<file path="config.mk">
export PLATFORM = sky130hd
export DESIGN_NAME = elfh_mod
export DESIGN_NICKNAME = d
export VERILOG_FILES = /design/src/hw/rtl/elfh_pkg.sv /design/src/hw/rtl/elfh_mod.sv
export SDC_FILE = /design/constraint.sdc
export NUM_CORES = 1
export LEC_CHECK = 0
export BUFFER_PORTS_ARGS = -buffer_cell sky130_fd_sc_hd__buf_2
export CAP_MARGIN = 20
export CORE_UTILIZATION = 55
export DETAILED_ROUTE_END_ITERATION = 16
export PLACE_DENSITY = 0.91
export SLEW_MARGIN = 30
export SYNTH_ARGS = -nofsm -noshare
export SYNTH_HDL_FRONTEND = slang
export SYNTH_SLANG_ARGS = --single-unit
</file>
<file path="constraint.sdc">
create_clock -name clk -period 2.69 [get_ports clk]
set_input_delay 0.538 -clock clk [delete_from_list [all_inputs] [get_ports clk]]
set_output_delay 0.538 -clock clk [all_outputs]
set_load 0.02 [all_outputs]
</file>
<file path="src/hw/rtl/elfh_pkg.sv">
`default_nettype none
// ----------------------------------------------------------------------------
// elfh_pkg: shared types and constants for the ELF hash table builder
// Item and result payloads, field widths, bucket size list, hash helpers.
// ----------------------------------------------------------------------------
package elfh_pkg;

	localparam int MAX_SYMBOLS = 4096;
	localparam int TABLE_WORDS = 8192;

	localparam int ADDR_W   = $clog2(TABLE_WORDS);
	localparam int COUNT_W  = 13;
	localparam int SYMNUM_W = 12;
	localparam int HASH_W   = 28;
	localparam int BKT_W    = 12;
	localparam int WORD_W   = 13;
	localparam int BYTE_W   = 8;

	localparam int NUM_SIZES = 13;
	localparam logic [BKT_W-1:0] BUCKET_SIZES [NUM_SIZES] = '{
		12'd1, 12'd1, 12'd3, 12'd17, 12'd37, 12'd67, 12'd97, 12'd131,
		12'd197, 12'd263, 12'd521, 12'd1031, 12'd2053
	};

	localparam logic MODE_NAME = 1'b0;
	localparam logic MODE_READ = 1'b1;

	typedef struct packed {
		logic                mode;
		logic [BYTE_W-1:0]   name_byte;
		logic                name_end;
		logic [COUNT_W-1:0]  read_index;
	} in_t;

	typedef struct packed {
		logic [SYMNUM_W-1:0] symbol_number;
		logic [HASH_W-1:0]   hash_value;
		logic [BKT_W-1:0]    bucket_index;
		logic [WORD_W-1:0]   table_word;
		logic                error_flag;
	} out_t;

	// One ELF hash step: shift in the byte, fold the top nibble back at bit 4.
	function automatic logic [HASH_W-1:0] hash_step(input logic [HASH_W-1:0] h,
		input logic [BYTE_W-1:0] c);
		logic [31:0] t;
		logic [31:0] f;
		t = {h, 4'b0000} + {24'd0, c};
		f = t ^ {24'd0, t[31:28], 4'b0000};
		return f[HASH_W-1:0];
	endfunction

	// Largest bucket size not above the symbol count; 1 when the count is 0.
	function automatic logic [BKT_W-1:0] pick_buckets(input logic [COUNT_W-1:0] v);
		logic [BKT_W-1:0] r;
		r = BUCKET_SIZES[0];
		for (int i = 0; i < NUM_SIZES; i++) begin
			if ({1'b0, BUCKET_SIZES[i]} <= v) begin
				r = BUCKET_SIZES[i];
			end
		end
		return r;
	endfunction

endpackage
`default_nettype wire

</file>
<file path="src/hw/rtl/elfh_mod.sv">
`default_nettype none
// ----------------------------------------------------------------------------
// elfh_mod: iterative hash remainder unit
// Restoring remainder, one dividend bit per cycle; done pulses once the last bit is in.
// ----------------------------------------------------------------------------
module elfh_mod import elfh_pkg::*; (
	input  logic              clk,
	input  logic              arst_n,
	input  logic              start,
	input  logic [HASH_W-1:0] dividend,
	input  logic [BKT_W-1:0]  divisor,
	output logic              done,
	output logic [BKT_W-1:0]  remainder
);

	localparam int CNT_W = $clog2(HASH_W);

	logic              busy_q;
	logic              done_q;
	logic [CNT_W-1:0]  cnt_q;
	logic [HASH_W-1:0] num_q;
	logic [BKT_W-1:0]  rem_q;
	logic [BKT_W-1:0]  div_q;
	logic [BKT_W:0]    trial;
	logic [BKT_W:0]    diff;
	logic [BKT_W-1:0]  rem_next;

	assign trial    = {rem_q, num_q[HASH_W-1]};
	assign diff     = trial - {1'b0, div_q};
	assign rem_next = (trial >= {1'b0, div_q}) ? diff[BKT_W-1:0] : trial[BKT_W-1:0];

	always_ff @(posedge clk or negedge arst_n) begin
		if (!arst_n) begin
			busy_q <= 1'b0;
			done_q <= 1'b0;
			cnt_q  <= '0;
		end else begin
			done_q <= 1'b0;
			if (start) begin
				busy_q <= 1'b1;
				cnt_q  <= '0;
			end else if (busy_q) begin
				cnt_q <= cnt_q + 1'b1;
				if (cnt_q == CNT_W'(HASH_W - 1)) begin
					busy_q <= 1'b0;
					done_q <= 1'b1;
				end
			end
		end
	end

	// datapath: load on start, shift one bit per busy cycle
	always_ff @(posedge clk) begin
		if (start) begin
			num_q <= dividend;
			rem_q <= '0;
			div_q <= divisor;
		end else if (busy_q) begin
			num_q <= {num_q[HASH_W-2:0], 1'b0};
			rem_q <= rem_next;
		end
	end

	assign done      = done_q;
	assign remainder = rem_q;

endmodule
`default_nettype wire

</file>
==> impl_results.md, run 1 <==
- Run status: complete, no violations
- Largest net degree at the start of global routing: 37
- Worst setup SP type: register
- Synth Register Bits: 59
- Root Driver: clkbuf_8
- Number of I/O pins: 56
- Row cnt: 26
- Placer's final routability congestion estimate: 0.838
- Max cap viols: 0
- Metal3 WL: 327 µm
- Setup ws final: 120 ps
- Critical Path RT: 2960 ps
- First-pass GRT wire length: 9.98 mm
- Worst hold path type: input pin to asynchronous set/reset pin
- Commonest register cell after synthesis: edfxtp_1
- Worst R2R Path Depth: 7
- Seq/Total Area, Yosys: 0.531
- Min Tclk post-route: 2570 ps
- CTS H-tree depth: 3
- Die width: 76.4 µm
- Final Skew: 8.61 ps
- Clk sinks: 59
- RR Endpoint: remainder[0]$_SDFFE_PP0P_
- Vias in the first global route: 2115
- Post-layout net count: 361
- Layout cells sized above 1: 0.359
- Worst Path Arrival: 2840 ps
- Avg Cell Area, Syn: 12.4 µm²
- M1 wire length: 2.65 mm
- # DRC: 0
- Clk slew on worst S/H paths: 70 ps
- Commonest non-fill, non-tap cell in the layout: buf_2
- ANT cells: 0
- Initial antenna violation count: 0
- Total grt overflow: 0
- Lkg Pwr: 1.51 nW
- Most frequent cells in the layout: buf_2 (55), edfxtp_1 (40), mux2_2 (27), nor2_1 (22), inv_1 (15)
- CTS Buffer Depth: 2
- IO buf count: 55
- Max Clock Freq: 389 MHz
- Die Ht: 76.4 µm
- Final non-filler cell total: 379
- Syn Nets: 303
- Core Box Area: 5200 µm²
- Dpl ws: 139 ps
- Final HPWL DP: 3.97 mm
- Vias per cell: 5.61
- Worst-path fanout max: 15
- Ys async rst share: 0.119
- Final hold slack: 8.61 ps
- Rel. slew slack: 0.452
- PD cells: 921 nW/µm²
- Max VDD drop: 0.000512 V
- Hold buffers post-CTS: 0
- CTS tree: done
- Die area: 5840 µm²
- Initial Utilization: 0.585
- Yosys cell types: 54
- DRT Wirelength: 6.18 mm
- Total GRT Usage: 0.227
- Total CTS buffers: 9
- Post-CTS Setup Bufs: 0
- Crit path capture type: register
- Period utilisation layout: 0.956
- Worst-Skew Late Latency: 340 ps
- EDFF count, synth: 40
- Drt wl/cell: 16.3 µm
- Warnings from Yosys: 0
- Dpl cells: 363
- Area Overhead vs Synth: 19.2%
- Mapped cell area: 3050 µm²
- Final Hold Fails: 0
- Worst-margin pin slew: 821 ps
- 1st-iter DRT viols: 137
- CP Class: register to register
- Met2 WL post-DR: 3.10 mm
- Antenna-violating nets left: 0
- Setup violators final: 0
- Total number of vias: 2126
- Slew Limit Fails: 0
- RR Startpoint: remainder[1]$_SDFFE_PP0P_
- Final core occ: 0.698
- Setup slack, reg-to-reg: 120 ps
- Post_cts resized: 0
- Drt pass-1 iters: 4
- Syn Inst Count: 246
- Highest routed metal layer: met4
-- logic make-up (layout without fill, tap and decap cells) --
family | after synthesis | after routing | share of synthesized area
compound gates | 43 | 43 | 0.119
xor+xnor | 11 | 11 | 0.0316
fa+ha+maj | 14 | 14 | 0.0600
buf+inv | 25 | 88 | 0.0333
flops | 59 | 59 | 0.531
mux | 35 | 35 | 0.128
simple gates | 59 | 59 | 0.0977
-- power by group --
group          leakage, nW  switching (mW)  internal [mW]
Sequential           0.604           0.103           1.11
Combinational        0.797           0.671          0.501
Clock                0.114           0.346          0.614
Total                 1.51            1.12           2.22
-- synth_stat cells (2+ instances only) --
library cell	number	area, µm²
a211oi_1	7	52.6
a211oi_2	2	25.0
a21o_1	2	15.0
a21oi_1	7	35.0
buf_1	6	22.5
clkbuf_1	3	11.3
dfrtp_1	7	175
dfxtp_1	12	240
edfxtp_1	40	1200
ha_1	13	163
inv_1	15	56.3
mux2_2	27	304
mux2i_1	7	70.1
nand2_1	8	30.0
nand2b_1	4	25.0
nand3_1	5	25.0
nand4_1	3	18.8
nor2_1	22	82.6
nor2_2	3	18.8
nor2b_1	3	18.8
nor3b_1	2	15.0
o21ai_0	5	25.0
o311ai_0	2	17.5
o41ai_1	2	17.5
xnor2_1	6	52.6
xor2_1	5	43.8
-- registers in the layout, summed over array words and instances, names as in the netlist --
signal,count
num_q,28
div_q,12
remainder,12
cnt_q,5
busy_q,1
done,1
-- critical path, cell delays in order (launching register included) --
cell	delay (ps)
dfxtp_1	350
ha_1	460
nor2_2	80
a211oi_4	270
nor2_2	100
o31ai_4	670
mux2_4	360
a211oi_2	200
-- worst max-delay path by stage --
stage | startpoint | to | slack, ps
finish | remainder[1]$_SDFFE_PP0P_ | remainder[0]$_SDFFE_PP0P_ | 120
detailed placement | num_q[27]$_DFFE_PP_ | remainder[10]$_SDFFE_PP0P_ | 140
global route | remainder[1]$_SDFFE_PP0P_ | remainder[9]$_SDFFE_PP0P_ | -10
floorplan | remainder[9]$_SDFFE_PP0P_ | remainder[0]$_SDFFE_PP0P_ | 470
CTS | num_q[27]$_DFFE_PP_ | remainder[10]$_SDFFE_PP0P_ | 60
global placement | num_q[27]$_DFFE_PP_ | remainder[10]$_SDFFE_PP0P_ | 280
-- per-layer routing --
layer  vias up  global-route usage
met1      1024               0.273
met5         -                   0
met2        59               0.382
met4         0              0.0865
met3        10              0.0707
li1       1033                   -
-- through the flow --
stage	setup TNS [ps]	cell area, µm²	total power [mW]
after floorplan	0	3050	2.10
after global placement	0	3390	2.32
after detailed placement	0	3390	2.36
after CTS	0	3630	3.34
after global routing	-10.7	3630	3.52
final	0	3630	3.35
-- area by class of cell --
type                    count  area [µm²]
clock buffers              11         131
fillers                   364        1570
flip-flops and latches     59        1620
inverters                  15        56.3
well taps                  70        87.6
clock inverters             5         103
repair buffers             57         303
multi-input cells         162        1330
Power figures use the tool's default switching activity.
==> run 2: changes to the inputs <==
- ABC_AREA: not set -> 1
- CELL_PAD_IN_SITES_DETAIL_PLACEMENT: not set -> 1
- CELL_PAD_IN_SITES_GLOBAL_PLACEMENT: not set -> 1
- CORE_ASPECT_RATIO: not set -> 1.5
- CORE_UTILIZATION: 55 -> 41
==> impl_results.md, run 2 <==
- Mapped cell area: 3230 µm² (+5.9%)
- Run status: complete, no violations
- Max Clock Freq: 459 MHz (+18%)
- Final Skew: 5.42 ps (-3.18 ps)
- Die Ht: 111 µm (+45%)
- # DRC: 0 (unchanged)
- Most frequent cells in the layout: nand2_1 (168), inv_1 (55), buf_2 (55), edfxtp_1 (40), nand3_1 (25)
- Period utilisation layout: 0.810 (-0.146)
- Crit-path slowest cell: ha_1
- RR Endpoint: remainder[2]$_SDFFE_PP0P_
- Worst-margin pin slew: 618 ps (-204 ps)
- Die area: 8230 µm² (+41%)
- Setup slack, reg-to-reg: 510 ps (+390 ps)
- RR Startpoint: remainder[1]$_SDFFE_PP0P_
- Crit path capture type: register
- Top cells by count, synth: nand2_1 (168), inv_1 (55), edfxtp_1 (40), nand3_1 (25), nand4_1 (16)
- CTS H-tree depth: 3 (unchanged)
- Setup tns final: 0 ps (unchanged)
- Slew Limit Fails: 0 (unchanged)
- Worst-Skew Late Latency: 340 ps (about the same)
- Lkg Pwr: 2.03 nW (+34%)
- Min Tclk post-route: 2180 ps (-393 ps)
- CP Class: register to register
- Final non-filler cell total: 567 (+50%)
- Dpl cells: 551 (+52%)
- Synth Register Bits: 59 (unchanged)
- Ys async rst share: 0.119 (unchanged)
- CTS tree: done
- Final Hold Fails: 0 (unchanged)
- Clk sinks: 59 (unchanged)
- Seq/Total Area, Yosys: 0.501 (-0.0294)
- Syn Nets: 458 (+51%)
- Placer's final routability congestion estimate: 0.902 (+7.5%)
- Max reg flops: 28 (unchanged)
- PD cells: 1010 nW/µm² (+9.8%)
- 1st-iter DRT viols: 121 (-12%)
- Worst hold path type: input pin to asynchronous set/reset pin
- Worst R2R Path Depth: 10 (+3)
- Layout cells sized above 1: 0.196 (-0.164)
- Rel. slew slack: 0.588 (+0.135)
- First-pass GRT wire length: 15.0 mm (+50%)
- ANT cells: 0 (unchanged)
- Total CTS buffers: 9 (unchanged)
- RSZ-0062 raised after global routing: false
- Clk slew on worst S/H paths: 50 ps (-20 ps)
- Max cap viols: 0 (unchanged)
- Critical Path RT: 2960 ps (about the same)
- Vias in the first global route: 3241 (+53%)
- Yosys top cell area share: 0.372 (-0.0219)
- Avg Cell Area, Syn: 8.04 µm² (-35%)
- Area contributors post-synth: edfxtp_1 (37%), nand2_1 (20%), dfxtp_1 (7.4%), inv_1 (6.4%), dfrtp_1 (5.4%)
- Initial antenna violation count: 0 (unchanged)
- Post-synth top area cell: edfxtp_1
- Worst setup SP type: register
- Biggest register: num_q
- EDFF count, synth: 40 (unchanged)
- Post-CTS Setup Bufs: 0 (unchanged)
- Post_cts resized: 0 (unchanged)
- Worst Path Arrival: 2450 ps (-390 ps)
- Post-layout net count: 517 (+43%)
- Most frequent cell on the critical path: nand2_1
- WP buf/inv: 0 (unchanged)
- Warnings from Yosys: 0 (unchanged)
- Core Box Area: 7610 µm² (+46%)
- Die width: 74.4 µm (-2.6%)
- Drt wl/cell: 16.0 µm (-2.0%)
- Most common cell in the netlist: nand2_1
- Row cnt: 39 (+50%)
- Root Driver: clkbuf_16
- Final Power: 3.97 mW (+19%)
- Max stage delay on crit path: 380 ps (-290 ps)
- IO buf count: 55 (unchanged)
- Max VDD drop: 0.000582 V (+14%)
- CP Launch Point: remainder[1]$_SDFFE_PP0P_
- Hold buffers post-CTS: 0 (unchanged)
- Commonest non-fill, non-tap cell in the layout: nand2_1
- Initial Utilization: 0.424 (-0.162)
- Vias per cell: 5.12 (-8.8%)
- DRT Wirelength: 9.06 mm (+47%)
- Syn Inst Count: 401 (+63%)
- Delay-heaviest family, CP: simple AND/OR/NAND/NOR gates
- Commonest register cell after synthesis: edfxtp_1
- Yosys cell types: 26 (-52%)
- Antenna-violating nets left: 0 (unchanged)
- Area Overhead vs Synth: 21.7%
- Final HPWL DP: 6.27 mm (+58%)
- CP cell instances: ha_1 > nand2_1 > nand2_1 > nand2_1 > nand3_2 > nand2_2 > nand3_2 > nand2_1 > nand2_1 > o21ai_0
- Worst-path fanout max: 13 (-2)
- Setup violators final: 0 (unchanged)
- Number of I/O pins: 56 (unchanged)
- Total grt overflow: 0 (unchanged)
- Drt pass-1 iters: 4 (unchanged)
- CTS Buffer Depth: 2 (unchanged)
- Total GRT Usage: 0.250 (+0.0223)
- Largest net degree at the start of global routing: 46 (+24%)
- Total number of vias: 2901 (+36%)
-- run 2: worst reg2reg max path, cell delays in order, from the launching register on --
cell and delay [ps]:
dfxtp_1 330, ha_1 390, nand2_1 120, nand2_1 90, nand2_1 110, nand3_2 100
nand2_2 250, nand3_2 370, nand2_1 150, nand2_1 60, o21ai_0 120
-- run 2: worst max-delay path by stage --
stage / to / slack [ps] / depth (start not counted)
detailed placement: remainder[11]$_SDFFE_PP0P_ / 530 / 9
CTS: remainder[2]$_SDFFE_PP0P_ / 500 / 10
floorplan: num_q[0]$_SDFFCE_PN0P_ / 900 / 3
finish: remainder[2]$_SDFFE_PP0P_ / 510 / 10
global placement: remainder[11]$_SDFFE_PP0P_ / 550 / 9
global route: remainder[2]$_SDFFE_PP0P_ / 350 / 10
-- run 2: per-layer routing --
layer	track usage	wire length, µm
met2	0.425	4950
met1	0.249	3230
met3	0.0620	401
met4	0.187	472
met5	0	0
-- run 2: kinds of logic after synthesis --
logic type / after synthesis / synth area share
and+or+nand+nor: 243 / 0.327
DFF: 59 / 0.501
adders and majority gates: 14 / 0.0566
xor gates and xnor gates: 5 / 0.0136
buffers and inverters: 70 / 0.0849
AOI/OAI and AO/OA: 10 / 0.0171
-- run 2: where the power goes --
part           total, mW  switching (mW)  internal [mW]
clock network       1.21           0.403          0.807
logic               1.52           0.996          0.525
registers           1.24           0.121           1.12
total               3.97            1.52           2.45
-- run 2: final cells by class --
type / instances / area [µm²]
Timing Repair Buffer: 61 / 320
Fill cell: 960 / 3690
Inverter: 57 / 214
Multi-Input combinational cell: 272 / 1340
Clock inverter: 5 / 77.6
Sequential cell: 59 / 1620
Tap cell: 102 / 128
Clock buffer: 11 / 233
-- run 2: metrics by stage --
step / area, µm² / setup slack [ps] / hold WS [ps] / utilization
finish: 3930 / 512 / 29.5 / 0.516
global route: 3930 / 345 / 38.1 / 0.516
CTS: 3920 / 504 / 25.0 / 0.515
detailed placement: 3610 / 528 / 382 / 0.475
global placement: 3610 / 552 / 375 / 0.475
floorplan: 3230 / 902 / 242 / -
==> run 3: changes to the inputs <==
- CORE_UTILIZATION: 41 -> 37
- PLACE_DENSITY: 0.91 -> 0.87
- clock period: 2.69 -> 1.95 ns (I/O delays scaled with it)
==> impl_results.md, run 3 (synthesis results as in run 2) <==
- Post-layout net count: 525 (+1.5%)
- Layout cells sized above 1: 0.256 (+0.0601)
- IO buf count: 55 (unchanged)
- Final Hold Fails: 0 (unchanged)
- Root Driver: clkbuf_16
- Min Tclk post-route: 1910 ps (-272 ps)
- Final hold slack: 228 ps (+199 ps)
- Core Box Area: 8410 µm² (+11%)
- Drt pass-1 iters: 4 (unchanged)
- Worst Path Arrival: 2130 ps (-320 ps)
- Antenna-violating nets left: 0 (unchanged)
- Die Ht: 116 µm (+5.2%)
- Critical Path RT: 2180 ps (-780 ps)
- Most frequent cells in the layout: nand2_1 (164), buf_2 (55), inv_1 (53), edfxtp_1 (40), nand3_1 (22)
- Worst-path fanout max: 6 (-7)
- Worst-Skew Late Latency: 340 ps (about the same)
- Total GRT Usage: 0.218 (-0.0315)
- Worst setup SP type: register
- PD cells: 1450 nW/µm² (+44%)
- Final HPWL DP: 6.34 mm (+1.1%)
- Area Overhead vs Synth: 31.5%
- # DRC: 0 (unchanged)
- Max VDD drop: 0.000603 V (+3.6%)
- Commonest non-fill, non-tap cell in the layout: nand2_1
- Vias per cell: 5.09 (-0.59%)
- Max cap viols: 0 (unchanged)
- Drt wl/cell: 16.6 µm (+3.8%)
- Vias in the first global route: 3102 (-4.3%)
- Max Clock Freq: 525 MHz (+14%)
- Clk slew on worst S/H paths: 60 ps (about the same)
- DRT Wirelength: 9.61 mm (+6.1%)
- Worst hold path type: input pin to register
- Placer's final routability congestion estimate: 0.941 (+4.4%)
- CTS H-tree depth: 3 (unchanged)
- Worst-margin pin slew: 366 ps (-252 ps)
- First-pass GRT wire length: 14.7 mm (-1.8%)
- Period utilisation layout: 0.977 (+0.168)
- CTS Buffer Depth: 2 (unchanged)
- Run status: complete, no violations
- Total grt overflow: 0 (unchanged)
- 1st-iter DRT viols: 100 (-17%)
- Initial Utilization: 0.383 (-0.0403)
- Lkg Pwr: 2.14 nW (+5.3%)
- Row cnt: 41 (+5.1%)
- ANT cells: 0 (unchanged)
- Clk sinks: 59 (unchanged)
- Crit path capture type: register
- Final Skew: 6.83 ps (+1.41 ps)
- Setup violators final: 0 (unchanged)
- Largest net degree at the start of global routing: 34 (-26%)
- Initial antenna violation count: 0 (unchanged)
- Slew Limit Fails: 0 (unchanged)
- Number of I/O pins: 56 (unchanged)
- Max reg flops: 28 (unchanged)
- CTS tree: done
- Total number of vias: 2950 (+1.7%)
- Die area: 9100 µm² (+11%)
- Biggest register: num_q
- Rel. slew slack: 0.756 (+0.168)
- Die width: 78.2 µm (+5.1%)
- Total CTS buffers: 9 (unchanged)
- CP Class: register to register
- Setup tns final: 0 ps (unchanged)
==> run 3: changes by cell type in the layout (fill, tap and decap cells not counted), moves of 3 or more <==
| cell | previous run | this run |
|---|---|---|
| ha_1 | 13 | 6 |
| ha_2 | 0 | 3 |
| ha_4 | 0 | 4 |
| nand2_1 | 168 | 164 |
| nand3_1 | 25 | 22 |
| nand3_4 | 0 | 3 |
==> run 3: repair_timing <==
action / 4_1_cts / 5_1_grt
resized for setup: 2 / 35
buffers inserted: 0 / 1
pin swaps: 0 / 5
cloned: 0 / 2
setup endpoints to repair: 3 / 12
hold endpoints to repair: 7 / 0
hold buffers: 1 / 0
==> run 3: power breakdown <==
group | leakage (nW) | switching (mW) | internal, mW | total, mW
combinational | 1.36 | 1.56 | 0.996 | 2.55
clock | 0.161 | 0.599 | 1.28 | 1.88
sequential | 0.616 | 0.184 | 1.55 | 1.73
total | 2.14 | 2.34 | 3.82 | 6.16
==> run 3: layout make-up <==
| cell class | count | area [µm²] |
|---|---|---|
| fillers | 1037 | 4170 |
| flip-flops and latches | 59 | 1620 |
| multi-input cells | 273 | 1490 |
| repair buffers | 68 | 437 |
| clock buffers | 10 | 239 |
| inverters | 57 | 214 |
| well taps | 107 | 134 |
| clock inverters | 6 | 113 |
==> run 3: per-layer routing <==
layer / GRT usage / share of wire / vias to the layer above
met3: 0.0469 / 0.039 / 42
met1: 0.208 / 0.36 / 1395
met4: 0.137 / 0.054 / 0
met5: 0 / 0 / -
li1: - / - / 1424
met2: 0.420 / 0.55 / 89
==> run 3: worst paths after layout <==
check                           depth (start not counted)                 start  slack (ps)                   endpoint
worst max-delay path                                    9    div_q[9]$_DFFE_PP_          40  remainder[7]$_SDFFE_PP0P_
worst min-delay path                                    1            divisor[9]         230         div_q[9]$_DFFE_PP_
worst max register to register                          9    div_q[9]$_DFFE_PP_          40  remainder[7]$_SDFFE_PP0P_
worst min register to register                          1  cnt_q[4]$_DFFE_PN0P_         470       cnt_q[4]$_DFFE_PN0P_
max in group asynchronous                               2                arst_n        1370       cnt_q[0]$_DFFE_PN0P_
min in group asynchronous                               2                arst_n         420       cnt_q[1]$_DFFE_PN0P_
==> run 3: stage by stage <==
step	worst slack [ps]	cells	power [mW]	cell area (µm²)	utilization
after floorplan	212	401	3.19	3230	-
after global routing	-24.9	580	6.51	4240	0.504
after detailed placement	-37.0	560	3.79	3670	0.437
after CTS	31.5	577	5.74	4050	0.481
final	44.3	580	6.16	4240	0.504
after global placement	4.88	560	3.68	3670	0.437
==> run 3: critical path: stages, from the launching register on <==
cell	delay [ps]
edfxtp_1	370
inv_1	80
ha_2	390
nand2_1	100
nor3_1	220
nand3_2	190
nand3_4	200
nand3_2	80
nand3_1	100
nand2_1	60
